==> src/rtl/urc_pkg.sv <==
`timescale 1ns / 1ps
`default_nettype none
// ============================================================================
// urc_pkg
// Shared types and constants for the ultrasonic ranging controller.
// ============================================================================
package urc_pkg;

    // Echo duration counter width (valid range 12..32).
    localparam int ECHO_COUNT_BITS = 16;
    localparam int DIV_CNT_BITS    = $clog2(ECHO_COUNT_BITS);
    localparam int CMP_BITS        = (ECHO_COUNT_BITS > 16) ? ECHO_COUNT_BITS : 16;

    localparam int ELAPSED_BITS = 20;
    localparam int DIST_BITS    = 16;

    localparam int S_TDATA_BITS = 8;
    localparam int M_TDATA_BITS = 24;
    localparam int M_TUSER_BITS = 2;

    localparam int APB_ADDR_BITS = 5;
    localparam int APB_DATA_BITS = 32;

    // Register reset values
    localparam logic [19:0] PING_INTERVAL_RST = 20'd60000;
    localparam logic [15:0] ECHO_TIMEOUT_RST  = 16'd30000;
    localparam logic [7:0]  CM_DIVISOR_RST    = 8'd58;
    localparam logic [7:0]  TRIGGER_HIGH_RST  = 8'd10;
    localparam logic [15:0] ERROR_VALUE_RST   = 16'hFFFF;

    // Register word index (byte address / 4)
    typedef enum logic [2:0] {
        REG_PING_INTERVAL = 3'd0,
        REG_ECHO_TIMEOUT  = 3'd1,
        REG_CM_DIVISOR    = 3'd2,
        REG_TRIGGER_HIGH  = 3'd3,
        REG_ERROR_VALUE   = 3'd4
    } reg_idx_t;

    typedef struct packed {
        logic [19:0] ping_interval_us;
        logic [15:0] echo_timeout_us;
        logic [7:0]  cm_divisor;
        logic [7:0]  trigger_high_us;
        logic [15:0] error_value;
    } cfg_t;

    typedef enum logic [0:0] {
        ST_IDLE = 1'b0,
        ST_DIV  = 1'b1
    } state_t;

endpackage : urc_pkg
`default_nettype wire

==> src/rtl/urc_regs.sv <==
`timescale 1ns / 1ps
`default_nettype none
// ============================================================================
// urc_regs
// APB-style configuration register file.
// ============================================================================
module urc_regs
    import urc_pkg::*;
(
    input  wire logic                     aclk,
    input  wire logic                     aresetn,
    input  wire logic                     psel,
    input  wire logic                     penable,
    input  wire logic                     pwrite,
    input  wire logic [APB_ADDR_BITS-1:0] paddr,
    input  wire logic [APB_DATA_BITS-1:0] pwdata,
    output logic      [APB_DATA_BITS-1:0] prdata,
    output logic                          pready,
    output cfg_t                          cfg
);

    cfg_t     cfg_reg;
    reg_idx_t idx;
    logic     wr_en;

    assign pready = 1'b1;
    assign idx    = reg_idx_t'(paddr[4:2]);
    assign wr_en  = psel && penable && pwrite;
    assign cfg    = cfg_reg;

    always_ff @(posedge aclk) begin
        if (!aresetn) begin
            cfg_reg.ping_interval_us <= PING_INTERVAL_RST;
            cfg_reg.echo_timeout_us  <= ECHO_TIMEOUT_RST;
            cfg_reg.cm_divisor       <= CM_DIVISOR_RST;
            cfg_reg.trigger_high_us  <= TRIGGER_HIGH_RST;
            cfg_reg.error_value      <= ERROR_VALUE_RST;
        end else if (wr_en) begin
            unique case (idx)
                REG_PING_INTERVAL: cfg_reg.ping_interval_us <= pwdata[19:0];
                REG_ECHO_TIMEOUT:  cfg_reg.echo_timeout_us  <= pwdata[15:0];
                REG_CM_DIVISOR:    cfg_reg.cm_divisor       <= pwdata[7:0];
                REG_TRIGGER_HIGH:  cfg_reg.trigger_high_us  <= pwdata[7:0];
                REG_ERROR_VALUE:   cfg_reg.error_value      <= pwdata[15:0];
                default: ;
            endcase
        end
    end

    always_comb begin
        unique case (idx)
            REG_PING_INTERVAL: prdata = APB_DATA_BITS'(cfg_reg.ping_interval_us);
            REG_ECHO_TIMEOUT:  prdata = APB_DATA_BITS'(cfg_reg.echo_timeout_us);
            REG_CM_DIVISOR:    prdata = APB_DATA_BITS'(cfg_reg.cm_divisor);
            REG_TRIGGER_HIGH:  prdata = APB_DATA_BITS'(cfg_reg.trigger_high_us);
            REG_ERROR_VALUE:   prdata = APB_DATA_BITS'(cfg_reg.error_value);
            default:           prdata = '0;
        endcase
    end

endmodule : urc_regs
`default_nettype wire

==> src/rtl/urc_div.sv <==
`timescale 1ns / 1ps
`default_nettype none
// ============================================================================
// urc_div
// Radix-2 restoring divider, one quotient bit per cycle.
// ============================================================================
module urc_div
    import urc_pkg::*;
(
    input  wire logic                       aclk,
    input  wire logic                       aresetn,
    input  wire logic                       start,
    input  wire logic [ECHO_COUNT_BITS-1:0] dividend,
    input  wire logic [7:0]                 divisor,
    output logic                            busy,
    output logic      [ECHO_COUNT_BITS-1:0] quotient
);

    logic                       busy_reg;
    logic [DIV_CNT_BITS-1:0]    cnt_reg;
    logic [7:0]                 rem_reg;
    logic [7:0]                 rem_next;
    logic [7:0]                 dsr_reg;
    logic [ECHO_COUNT_BITS-1:0] quo_reg;
    logic [8:0]                 rem_sh;
    logic                       ge;

    // Shift in the next dividend bit, subtract if it fits
    assign rem_sh   = {rem_reg, quo_reg[ECHO_COUNT_BITS-1]};
    assign ge       = rem_sh >= {1'b0, dsr_reg};
    assign rem_next = ge ? 8'(rem_sh - {1'b0, dsr_reg}) : rem_sh[7:0];

    assign busy     = busy_reg;
    assign quotient = quo_reg;

    always_ff @(posedge aclk) begin
        if (!aresetn) begin
            busy_reg <= 1'b0;
        end else if (start) begin
            busy_reg <= 1'b1;
        end else if (busy_reg && cnt_reg == DIV_CNT_BITS'(ECHO_COUNT_BITS - 1)) begin
            busy_reg <= 1'b0;
        end
    end

    always_ff @(posedge aclk) begin
        if (start) begin
            cnt_reg <= '0;
            rem_reg <= '0;
            dsr_reg <= divisor;
            quo_reg <= dividend;
        end else if (busy_reg) begin
            cnt_reg <= cnt_reg + 1'b1;
            rem_reg <= rem_next;
            quo_reg <= {quo_reg[ECHO_COUNT_BITS-2:0], ge};
        end
    end

endmodule : urc_div
`default_nettype wire

==> src/rtl/ultrasonic_ranging_controller_core.sv <==
`timescale 1ns / 1ps
`default_nettype none
// ============================================================================
// ultrasonic_ranging_controller_core
// Ping scheduler and echo timer for an HC-SR04 style ranging sensor.
// ============================================================================
//
//  channel   direction  fields (low bit first)
//  -------   ---------  ---------------------------------------------------
//  s_        in         tdata: echo_level, zero pad to 8 bits
//  m_        out        tdata: trigger_level, distance_cm[15:0], zero pad
//                       tuser: new_reading, timed_out
//  apb       cfg        ping_interval_us @0x00, echo_timeout_us @0x04,
//                       cm_divisor @0x08, trigger_high_us @0x0C,
//                       error_value @0x10
//
//  One transaction per microsecond tick in, one out. A tick that needs no
//  divide loads the output register as it is accepted. A tick that closes
//  an echo pulse with a valid duration and a nonzero cm_divisor runs the
//  serial divider: the accept cycle, one quotient bit per cycle, and the
//  publish cycle, which waits until the output register is free.
//  s_tready is low while the divider runs or the output register is full
//  and not being drained. Reset is synchronous, active low, and restores
//  register defaults and clears all measurement state.
//
// ============================================================================
module ultrasonic_ranging_controller_core
    import urc_pkg::*;
(
    input  wire logic                     aclk,
    input  wire logic                     aresetn,
    // input stream
    input  wire logic                     s_tvalid,
    output logic                          s_tready,
    input  wire logic [S_TDATA_BITS-1:0]  s_tdata,   // [0] echo_level
    // result stream
    output logic                          m_tvalid,
    input  wire logic                     m_tready,
    output logic      [M_TDATA_BITS-1:0]  m_tdata,   // [0] trigger_level, [16:1] distance_cm
    output logic      [M_TUSER_BITS-1:0]  m_tuser,   // [0] new_reading, [1] timed_out
    // configuration
    input  wire logic                     psel,
    input  wire logic                     penable,
    input  wire logic                     pwrite,
    input  wire logic [APB_ADDR_BITS-1:0] paddr,
    input  wire logic [APB_DATA_BITS-1:0] pwdata,
    output logic      [APB_DATA_BITS-1:0] prdata,
    output logic                          pready
);

    cfg_t cfg;

    urc_regs u_regs (
        .aclk    (aclk),
        .aresetn (aresetn),
        .psel    (psel),
        .penable (penable),
        .pwrite  (pwrite),
        .paddr   (paddr),
        .pwdata  (pwdata),
        .prdata  (prdata),
        .pready  (pready),
        .cfg     (cfg)
    );

    // ------------------------------------------------------------------
    // State
    // ------------------------------------------------------------------
    state_t                     state_reg, state_next;
    logic [ELAPSED_BITS-1:0]    ping_elapsed_reg, ping_elapsed_next;
    logic [ECHO_COUNT_BITS-1:0] echo_count_reg, echo_count_next;
    logic                       measuring_reg, measuring_next;
    logic                       echo_prev_reg, echo_prev_next;
    logic [7:0]                 trig_rem_reg, trig_rem_next;
    logic [DIST_BITS-1:0]       dist_hold_reg, dist_hold_next;
    logic                       trig_pend_reg, trig_pend_next;

    // output register
    logic                       m_tvalid_reg;
    logic                       trig_out_reg;
    logic [DIST_BITS-1:0]       dist_out_reg;
    logic                       fresh_out_reg;
    logic                       tout_out_reg;

    logic                       out_load;
    logic                       out_trig;
    logic                       out_fresh;
    logic                       out_tout;

    // divider
    logic                       div_start;
    logic                       div_busy;
    logic [ECHO_COUNT_BITS-1:0] div_quotient;

    logic out_free;
    logic accept;
    logic echo;
    logic rise;
    logic fall;
    logic dur_bad;
    logic ping;
    logic [ELAPSED_BITS-1:0] elapsed_inc;

    urc_div u_div (
        .aclk     (aclk),
        .aresetn  (aresetn),
        .start    (div_start),
        .dividend (echo_count_reg),
        .divisor  (cfg.cm_divisor),
        .busy     (div_busy),
        .quotient (div_quotient)
    );

    assign out_free = !m_tvalid_reg || m_tready;
    assign s_tready = (state_reg == ST_IDLE) && out_free;
    assign accept   = s_tvalid && s_tready;

    assign echo = s_tdata[0];
    assign rise = echo && !echo_prev_reg;
    assign fall = !echo && echo_prev_reg;

    // zero duration or at/over timeout is an error reading
    assign dur_bad = (echo_count_reg == '0) ||
                     (CMP_BITS'(echo_count_reg) >= CMP_BITS'(cfg.echo_timeout_us));

    // saturating tick counter; ping when it passes the interval
    assign elapsed_inc = (ping_elapsed_reg != '1) ? ping_elapsed_reg + 1'b1 : ping_elapsed_reg;
    assign ping        = elapsed_inc > cfg.ping_interval_us;

    // ------------------------------------------------------------------
    // Sequencer
    // ------------------------------------------------------------------
    always_comb begin
        state_next        = state_reg;
        ping_elapsed_next = ping_elapsed_reg;
        echo_count_next   = echo_count_reg;
        measuring_next    = measuring_reg;
        echo_prev_next    = echo_prev_reg;
        trig_rem_next     = trig_rem_reg;
        dist_hold_next    = dist_hold_reg;
        trig_pend_next    = trig_pend_reg;
        div_start         = 1'b0;
        out_load          = 1'b0;
        out_trig          = 1'b0;
        out_fresh         = 1'b0;
        out_tout          = 1'b0;

        unique case (state_reg)
            ST_IDLE: begin
                if (accept) begin
                    // falling edge closes the measurement
                    if (measuring_reg && fall) begin
                        measuring_next = 1'b0;
                        out_fresh      = 1'b1;
                        if (dur_bad) begin
                            dist_hold_next = cfg.error_value;
                        end else if (cfg.cm_divisor == '0) begin
                            dist_hold_next = '1;
                        end else begin
                            div_start  = 1'b1;
                            state_next = ST_DIV;
                        end
                    end else if (measuring_reg && echo) begin
                        if (echo_count_reg != '1) begin
                            echo_count_next = echo_count_reg + 1'b1;
                        end
                    end

                    // ping schedule
                    ping_elapsed_next = elapsed_inc;
                    if (ping) begin
                        ping_elapsed_next = '0;
                        if (measuring_next) begin
                            measuring_next = 1'b0;
                            dist_hold_next = cfg.error_value;
                            out_tout       = 1'b1;
                            out_fresh      = 1'b1;
                        end
                        trig_rem_next = cfg.trigger_high_us;
                    end

                    if (rise) begin
                        measuring_next  = 1'b1;
                        echo_count_next = ECHO_COUNT_BITS'(1);
                    end
                    echo_prev_next = echo;

                    // trigger pin
                    out_trig = trig_rem_next != '0;
                    if (out_trig) begin
                        trig_rem_next = trig_rem_next - 1'b1;
                    end
                    trig_pend_next = out_trig;

                    // divide path publishes later from ST_DIV
                    out_load = !div_start;
                end
            end
            ST_DIV: begin
                if (!div_busy && out_free) begin
                    dist_hold_next = DIST_BITS'(div_quotient);
                    out_load       = 1'b1;
                    out_trig       = trig_pend_reg;
                    out_fresh      = 1'b1;
                    out_tout       = 1'b0;
                    state_next     = ST_IDLE;
                end
            end
            default: begin
                state_next = ST_IDLE;
            end
        endcase
    end

    always_ff @(posedge aclk) begin
        if (!aresetn) begin
            state_reg        <= ST_IDLE;
            ping_elapsed_reg <= '0;
            echo_count_reg   <= '0;
            measuring_reg    <= 1'b0;
            echo_prev_reg    <= 1'b0;
            trig_rem_reg     <= '0;
            dist_hold_reg    <= '0;
            trig_pend_reg    <= 1'b0;
        end else begin
            state_reg        <= state_next;
            ping_elapsed_reg <= ping_elapsed_next;
            echo_count_reg   <= echo_count_next;
            measuring_reg    <= measuring_next;
            echo_prev_reg    <= echo_prev_next;
            trig_rem_reg     <= trig_rem_next;
            dist_hold_reg    <= dist_hold_next;
            trig_pend_reg    <= trig_pend_next;
        end
    end

    // ------------------------------------------------------------------
    // Output register
    // ------------------------------------------------------------------
    always_ff @(posedge aclk) begin
        if (!aresetn) begin
            m_tvalid_reg <= 1'b0;
        end else if (out_load) begin
            m_tvalid_reg <= 1'b1;
        end else if (m_tready) begin
            m_tvalid_reg <= 1'b0;
        end
    end

    always_ff @(posedge aclk) begin
        if (out_load) begin
            trig_out_reg  <= out_trig;
            dist_out_reg  <= dist_hold_next;
            fresh_out_reg <= out_fresh;
            tout_out_reg  <= out_tout;
        end
    end

    assign m_tvalid = m_tvalid_reg;
    assign m_tdata  = {{(M_TDATA_BITS - DIST_BITS - 1){1'b0}}, dist_out_reg, trig_out_reg};
    assign m_tuser  = {tout_out_reg, fresh_out_reg};

endmodule : ultrasonic_ranging_controller_core
`default_nettype wire

==> config.mk <==
export PLATFORM = sky130hd
export DESIGN_NAME = ultrasonic_ranging_controller_core
export DESIGN_NICKNAME = d
export VERILOG_FILES = /design/src/rtl/urc_pkg.sv /design/src/rtl/urc_regs.sv /design/src/rtl/urc_div.sv /design/src/rtl/ultrasonic_ranging_controller_core.sv
export SDC_FILE = /design/constraint.sdc
export NUM_CORES = 1
export LEC_CHECK = 0
export ABC_AREA = 0
export ABC_CLOCK_PERIOD_IN_PS = 11400
export BUFFER_PORTS_ARGS = -buffer_cell sky130_fd_sc_hd__buf_2
export CAP_MARGIN = 20
export CORE_UTILIZATION = 66
export CTS_BUF_LIST = sky130_fd_sc_hd__clkbuf_8
export CTS_CLUSTER_SIZE = 40
export DETAILED_ROUTE_END_ITERATION = 8
export PLACE_DENSITY_LB_ADDON = 0.25
export SYNTH_ARGS = -nofsm -noshare
export SYNTH_HDL_FRONTEND = slang
export SYNTH_HIERARCHICAL = 1
export SYNTH_SLANG_ARGS = --single-unit
==> constraint.sdc <==
create_clock -name aclk -period 11.4 [get_ports aclk]
set_clock_uncertainty 0.2 [all_clocks]
set_input_delay 2.28 -clock aclk [delete_from_list [all_inputs] [get_ports aclk]]
set_output_delay 2.28 -clock aclk [all_outputs]
set_load 0.005 [all_outputs]
==> impl_metrics.csv, run 1 <==
group,metric,value,unit
route,vias,8936,
route,wl_met1,11200,um
timing,rsz0062_at_grt,"no",
timing,fin_crit,6.75,ns
global_route,grt_pass1_wl,41900,um
finish,largest_reg_flops,68,
pwr,p_total,1.33,mW
route,dr.first_iter.drc_count,983,
logic_synthesis,syn_area_per_cell,9.04,um2
clock_network,cts_made_buffers,17,
pwr,pwr-share-seq,54.6,%
setup_path,cp.arrival,4.27,ns
route,ant_nets,0,
logic_synthesis,syn_area,10800,um2
route,drtPass1Iterations,8,
timing,timing.hold.ws,0.260,ns
finish,utilization,72.1,%
placed_design,hpwl,19200,um
floorplan,ios,113,
pwr,intPower,0.948,mW
timing,setup_viol,0,
floorplan,die_y,130,um
floorplan,rows,46,
finish,nFillCells,1258,
clock_network,root_buffer,"clkbuf_8",
logic_synthesis,ys_seq_elements,189,
timing,slew_violations,0,
timing,worst_pin_slew,1.09,ns
timing,worst_slack,4.65,ns
setup_path,worst_setup_path_end_kind,"output port",
placed_design,place_congestion,0.880,
outcome,violations,"design-rule violations",
route,wl_per_cell,18.2,um
clock_network,cts_tree,"built",
worst_hold_path,hold_path_class,"reg -> reg",
route,routed_wl,26400,um
logic_synthesis,synth_top_area_share,26.9,%
logic_synthesis,synth_cell_type_count,79,
clock_network,clock_tree.buffer_depth,2,
setup_path,path_class,"in -> out",
logic_synthesis,ys_seq_area_share,38.9,%
pwr,combPwrFrac,14.4,%
logic_synthesis,synth_warnings,6,
clock_network,clkTransAtPathRegs,0.09,ns
timing,fin_crit_sh,59.2,%
route,drc_errors,1,
finish,antenna_cells,0,
pwr,max-vdd-ir-drop,0.121,mV
global_route,grt_max_degree,80,
placed_design,port_buffers,71,
setup_path,crit_fanout,32,
floorplan,dieArea,16900,um2
pwr,p_sw,0.386,mW
setup_path,cp.required,8.92,ns
flow_run,cap_viol_max_count,0,
route,highest_layer,"met4",
logic_synthesis,yosysTopAreaCell,"dfxtp_1",
timing,relSlewSlack,27.1,%
floorplan,start_util,68.0,%
finish,area_growth_syn_to_layout,5.99,%
timing,hold_viol,0,
global_route,gr-usage-all-layers,32.6,%
clock_network,insertion_delay,0.49,ns
logic_synthesis,ys_top_cells_by_area,"dfxtp_1, edfxtp_1, mux2i_1",
route,wl_met3,1700,um
timing,fin_setup_tns,0,ns
route,met2_length,12500,um
finish,fin_nets,1330,
global_route,grt_pass1_vias,8150,
clock_network,cts_setup_buffers,0,
clock_network,cts_max_level,4,
logic_synthesis,synth_flop_cell,"dfxtp_1",
global_route,grt-ovfl-total,0,
logic_synthesis,ys_async_sr_fraction,0,%
logic_synthesis,synth-edff-count,43,
logic_synthesis,ys_top_cells_by_count,"dfxtp_1, nand2_1, nor2_1",
global_route,grt_antenna_before_repair,0,
clock_network,postCtsResizedCells,0,
setup_path,startpoint_type,"primary input",
finish,drive_gt1_share,13.1,%
floorplan,core,15900,um2
logic_synthesis,yosysMostFrequentCell,"dfxtp_1",
route,routed_via_density,6.13,
pwr,p_per_area,116,nW/um2
placed_design,dpl_worst_slack,4.65,ns
floorplan,die_x,130,um
pwr,clock_power_share,30.9,%
logic_synthesis,syn_inst,1200,
outcome,status,"finished with violations",
pwr,netSwitchingFraction,28.9,%
clock_network,hold_buffers,0,
pwr,leakagePower,4.78,nW
timing,fmax,0.148,GHz
clock_network,cts_sinks,189,
-- cells in the final DEF, fill, tap and decap left out, types with 7 or more instances in the layout --
master and count:
xor2_1 17, o21a_1 7, o211ai_1 21, edfxtp_1 43, conb_1 20, o22ai_1 8, and3b_1 16, a21o_1 7
nand2_1 123, nand3_1 32, xnor2_1 19, buf_2 70, a2bb2oi_1 8, inv_1 77, o31ai_1 12, and2_1 9
nor3_1 17, mux2i_1 65, mux2_2 24, and4b_1 17, ha_1 49, a21oi_1 44, a211oi_1 10, nor2_1 98
nand2b_1 11, nor2b_1 38, a22oi_1 39, buf_4 8, nor4_1 8, nand4_1 13, clkbuf_8 18, nand3b_1 21
dfxtp_1 146, o21ai_0 28
-- routing by layer --
| layer | global-route usage (%) | up-vias |
|---|---|---|
| met5 | 0 | - |
| li1 | - | 4290 |
| met1 | 41.7 | 4210 |
| met4 | 17.3 | 0 |
| met3 | 5.99 | 64 |
| met2 | 52.5 | 372 |
-- power by group through the flow --
stage               registers, mW  logic [mW]  clock network, mW
detailed placement          0.742       0.190                  0
CTS                         0.728       0.190              0.418
floorplan                   0.738       0.150                  0
global placement            0.742       0.185                  0
finish                      0.728       0.193              0.412
global route                0.732       0.216              0.445
-- worst max-delay path, stage by stage --
cell and delay [ns]:
buf_2 0.35, nor2_1 0.94, a22oi_1 0.24, o22ai_1 0.28, buf_2 0.17
-- kinds of logic after synthesis --
family          after synthesis  share of synthesized area [%]
simple gates                450                           22.4
compound gates              219                           14.3
flops                       189                           38.9
buf+inv                     164                           7.12
mux                          89                           8.49
fa+ha+maj                    50                           5.84
xor+xnor                     36                           2.91
other cells                   3                          0.104
-- path summary, 6_finish.rpt --
kind / from / endpoint / slack (ns) / depth (start not counted)
hold / removal: trig_pend_reg / trig_pend_reg / 0.26 / 2
setup / recovery: paddr[2] / prdata[3] / 4.65 / 5
hold reg to reg: trig_pend_reg / trig_pend_reg / 0.26 / 2
setup reg to reg: ping_elapsed_reg[3] / trig_rem_reg[0] / 5.04 / 21
-- through the flow --
stage,cells,cell area [um2]
after floorplan,1217,10900
after global placement,1423,11100
after detailed placement,1423,11100
after CTS,1455,11500
after global routing,1457,11500
final,1457,11500
-- final cells by class --
| type | count | area, um2 | area share [%] |
|---|---|---|---|
| Clock inverter | 14 | 111 | 0.969 |
| Inverter | 77 | 289 | 2.51 |
| Tap cell | 216 | 270 | 2.35 |
| Timing Repair Buffer | 79 | 422 | 3.67 |
| Sequential cell | 189 | 4210 | 36.7 |
| Multi-Input combinational cell | 864 | 5940 | 51.7 |
| Clock buffer | 18 | 248 | 2.16 |
No activity file was read; power rests on OpenSTA's default activity.
==> run 2, diff against run 1 <==
- ABC_CLOCK_PERIOD_IN_PS: 11400 -> 6100
- CORE_UTILIZATION: 66 -> 56
- clock period: 11.4 -> 6.1 ns (I/O delays scaled with it)
==> run 2 against run 1 <==
Compared with the run above:
- the run now ends clean
- clock-buffer cell count rose by 3
- cell area rose by 0.97%
- worst setup slack got worse by 4.3 ns
- non-clock buffer count rose by 2
- sequential cell count did not move
- first-iteration DRC count fell by 25%
- sequential power rose by 87%
- critical path depth rose by 17
- via count fell by 1.5%
- global-route usage fell by 4.5 points
- largest power group unchanged
- highest routed layer unchanged
==> impl_metrics.csv, run 2 (synthesis results as in run 1) <==
group,metric,value,unit
floorplan,die_x,141,um
timing,relSlewSlack,32.4,%
setup_path,startpoint_type,"register",
floorplan,die_y,141,um
finish,nFillCells,1626,
pwr,leakagePower,4.83,nW
route,wl_met1,12000,um
floorplan,rows,50,
worst_hold_path,hold_path_class,"reg -> reg",
finish,drive_gt1_share,13.1,%
global_route,grt_pass1_vias,8157,
finish,layout_commonest_cell,"dfxtp_1",
timing,fin_setup_tns,0,ns
finish,largest_reg_flops,68,
finish,fin_cells,1503,
pwr,max-vdd-ir-drop,0.188,mV
floorplan,ios,113,
finish,area_growth_syn_to_layout,7.01,%
timing,setup_viol,0,
route,vias,8804,
route,drc_errors,0,
route,wl_met3,1470,um
clock_network,clock_tree.buffer_depth,2,
placed_design,dpl_worst_slack,0.316,ns
route,met2_length,12900,um
placed_design,place_congestion,0.876,
setup_path,worst_setup_path_end_kind,"register",
route,highest_layer,"met4",
clock_network,root_buffer,"clkbuf_8",
setup_path,cp.required,6.32,ns
timing,worst_slack,0.373,ns
clock_network,cts_tree,"built",
placed_design,placedCellCount,1471,
timing,slew_violations,0,
setup_path,cp.arrival,5.94,ns
route,routed_via_density,5.86,
global_route,grt_pass1_wl,43200,um
route,drtPass1Iterations,6,
global_route,grt-ovfl-total,0,
finish,fin_nets,1332,
global_route,gr-usage-all-layers,28.1,%
pwr,intPower,1.88,mW
timing,fin_crit_sh,93.9,%
clock_network,clkTransAtPathRegs,0.09,ns
timing,fmax,0.175,GHz
flow_run,cap_viol_max_count,0,
pwr,netSwitchingFraction,27.1,%
global_route,grt_antenna_before_repair,0,
route,routed_wl,27100,um
timing,rsz0062_at_grt,"no",
floorplan,dieArea,19900,um2
pwr,p_per_area,222,nW/um2
timing,fin_crit,5.73,ns
route,ant_nets,0,
pwr,clock_power_share,33.0,%
placed_design,hpwl,19700,um
clock_network,hold_buffers,0,
finish,layout_common_cells,"dfxtp_1, nand2_1, nor2_1",
outcome,status,"complete, no violations",
finish,antenna_cells,0,
route,wl_per_cell,18.1,um
clock_network,cts_made_buffers,17,
placed_design,port_buffers,71,
clock_network,insertion_delay,0.47,ns
floorplan,start_util,57.6,%
floorplan,core,18800,um2
clock_network,cts_max_level,4,
pwr,pwr-share-seq,52.8,%
setup_path,path_class,"reg -> reg",
global_route,grt_max_degree,93,
pwr,combPwrFrac,14.3,%
route,dr.first_iter.drc_count,741,
pwr,p_sw,0.699,mW
setup_path,crit_fanout,8,
timing,worst_pin_slew,1.01,ns
timing,hold_viol,0,
clock_network,cts_sinks,189,
## run 2: final cells by class
type	count	area (um2)	area share, %
repair buffers	81	433	3.73
clock inverters	11	114	0.981
flip-flops and latches	189	4220	36.3
inverters	77	289	2.49
well taps	260	325	2.80
clock buffers	21	289	2.49
multi-input cells	864	5940	51.2
## run 2: metal layers
layer	vias up	track usage, %
li1	4297	-
met1	4214	37.0
met2	253	45.4
met3	40	5.33
met4	0	11.2
met5	-	0
## run 2: path summary, 6_finish.rpt
kind,from,to,slack (ns),depth (start not counted)
worst max register to register,ping_elapsed_reg[4],trig_rem_reg[1],0.37,22
worst max-delay path,ping_elapsed_reg[4],trig_rem_reg[1],0.37,22
worst min register to register,trig_pend_reg,trig_pend_reg,0.27,2
worst min-delay path,trig_pend_reg,trig_pend_reg,0.27,2
## run 2: worst max-delay path: stages, from the launching register on
cell,delay (ns)
dfxtp_1,0.41
and4_1,0.29
nand4_2,0.23
nor4_4,0.34
buf_4,0.20
nor2_1,0.07
and3_1,0.20
xor2_1,0.24
ha_1,0.30
a21oi_1,0.15
o21ai_0,0.11
a22o_1,0.22
a2111oi_4,0.53
nor2_4,0.11
mux2i_1,0.29
ha_1,0.23
nand2_1,0.07
or2_2,0.32
or4_1,0.43
nor3_1,0.16
a21oi_1,0.15
a21oi_1,0.24
o221a_1,0.19
## run 2: power by group through the flow
stage               Clock (mW)  Combinational, mW  Sequential [mW]
finish                   0.850              0.368             1.36
CTS                      0.868              0.365             1.36
global placement             0              0.357             1.39
global route             0.918              0.411             1.37
floorplan                    0              0.281             1.38
detailed placement           0              0.365             1.39
## run 2: repair_timing
item | in CTS | in global routing
endpoints found under the setup margin | 0 | 5
hold endpoints to repair | 0 | 0
setup buffers | 0 | 0
resized for setup | 0 | 3
## run 2: stage by stage
stage / cell area (um2) / utilization, % / hold WS [ns] / power [mW]
after floorplan: 10900 / - / 0.237 / 1.66
after global placement: 11200 / 59.5 / 0.243 / 1.75
after detailed placement: 11200 / 59.5 / 0.261 / 1.75
after CTS: 11600 / 61.6 / 0.275 / 2.59
after global routing: 11600 / 61.6 / 0.306 / 2.70
final: 11600 / 61.6 / 0.272 / 2.58
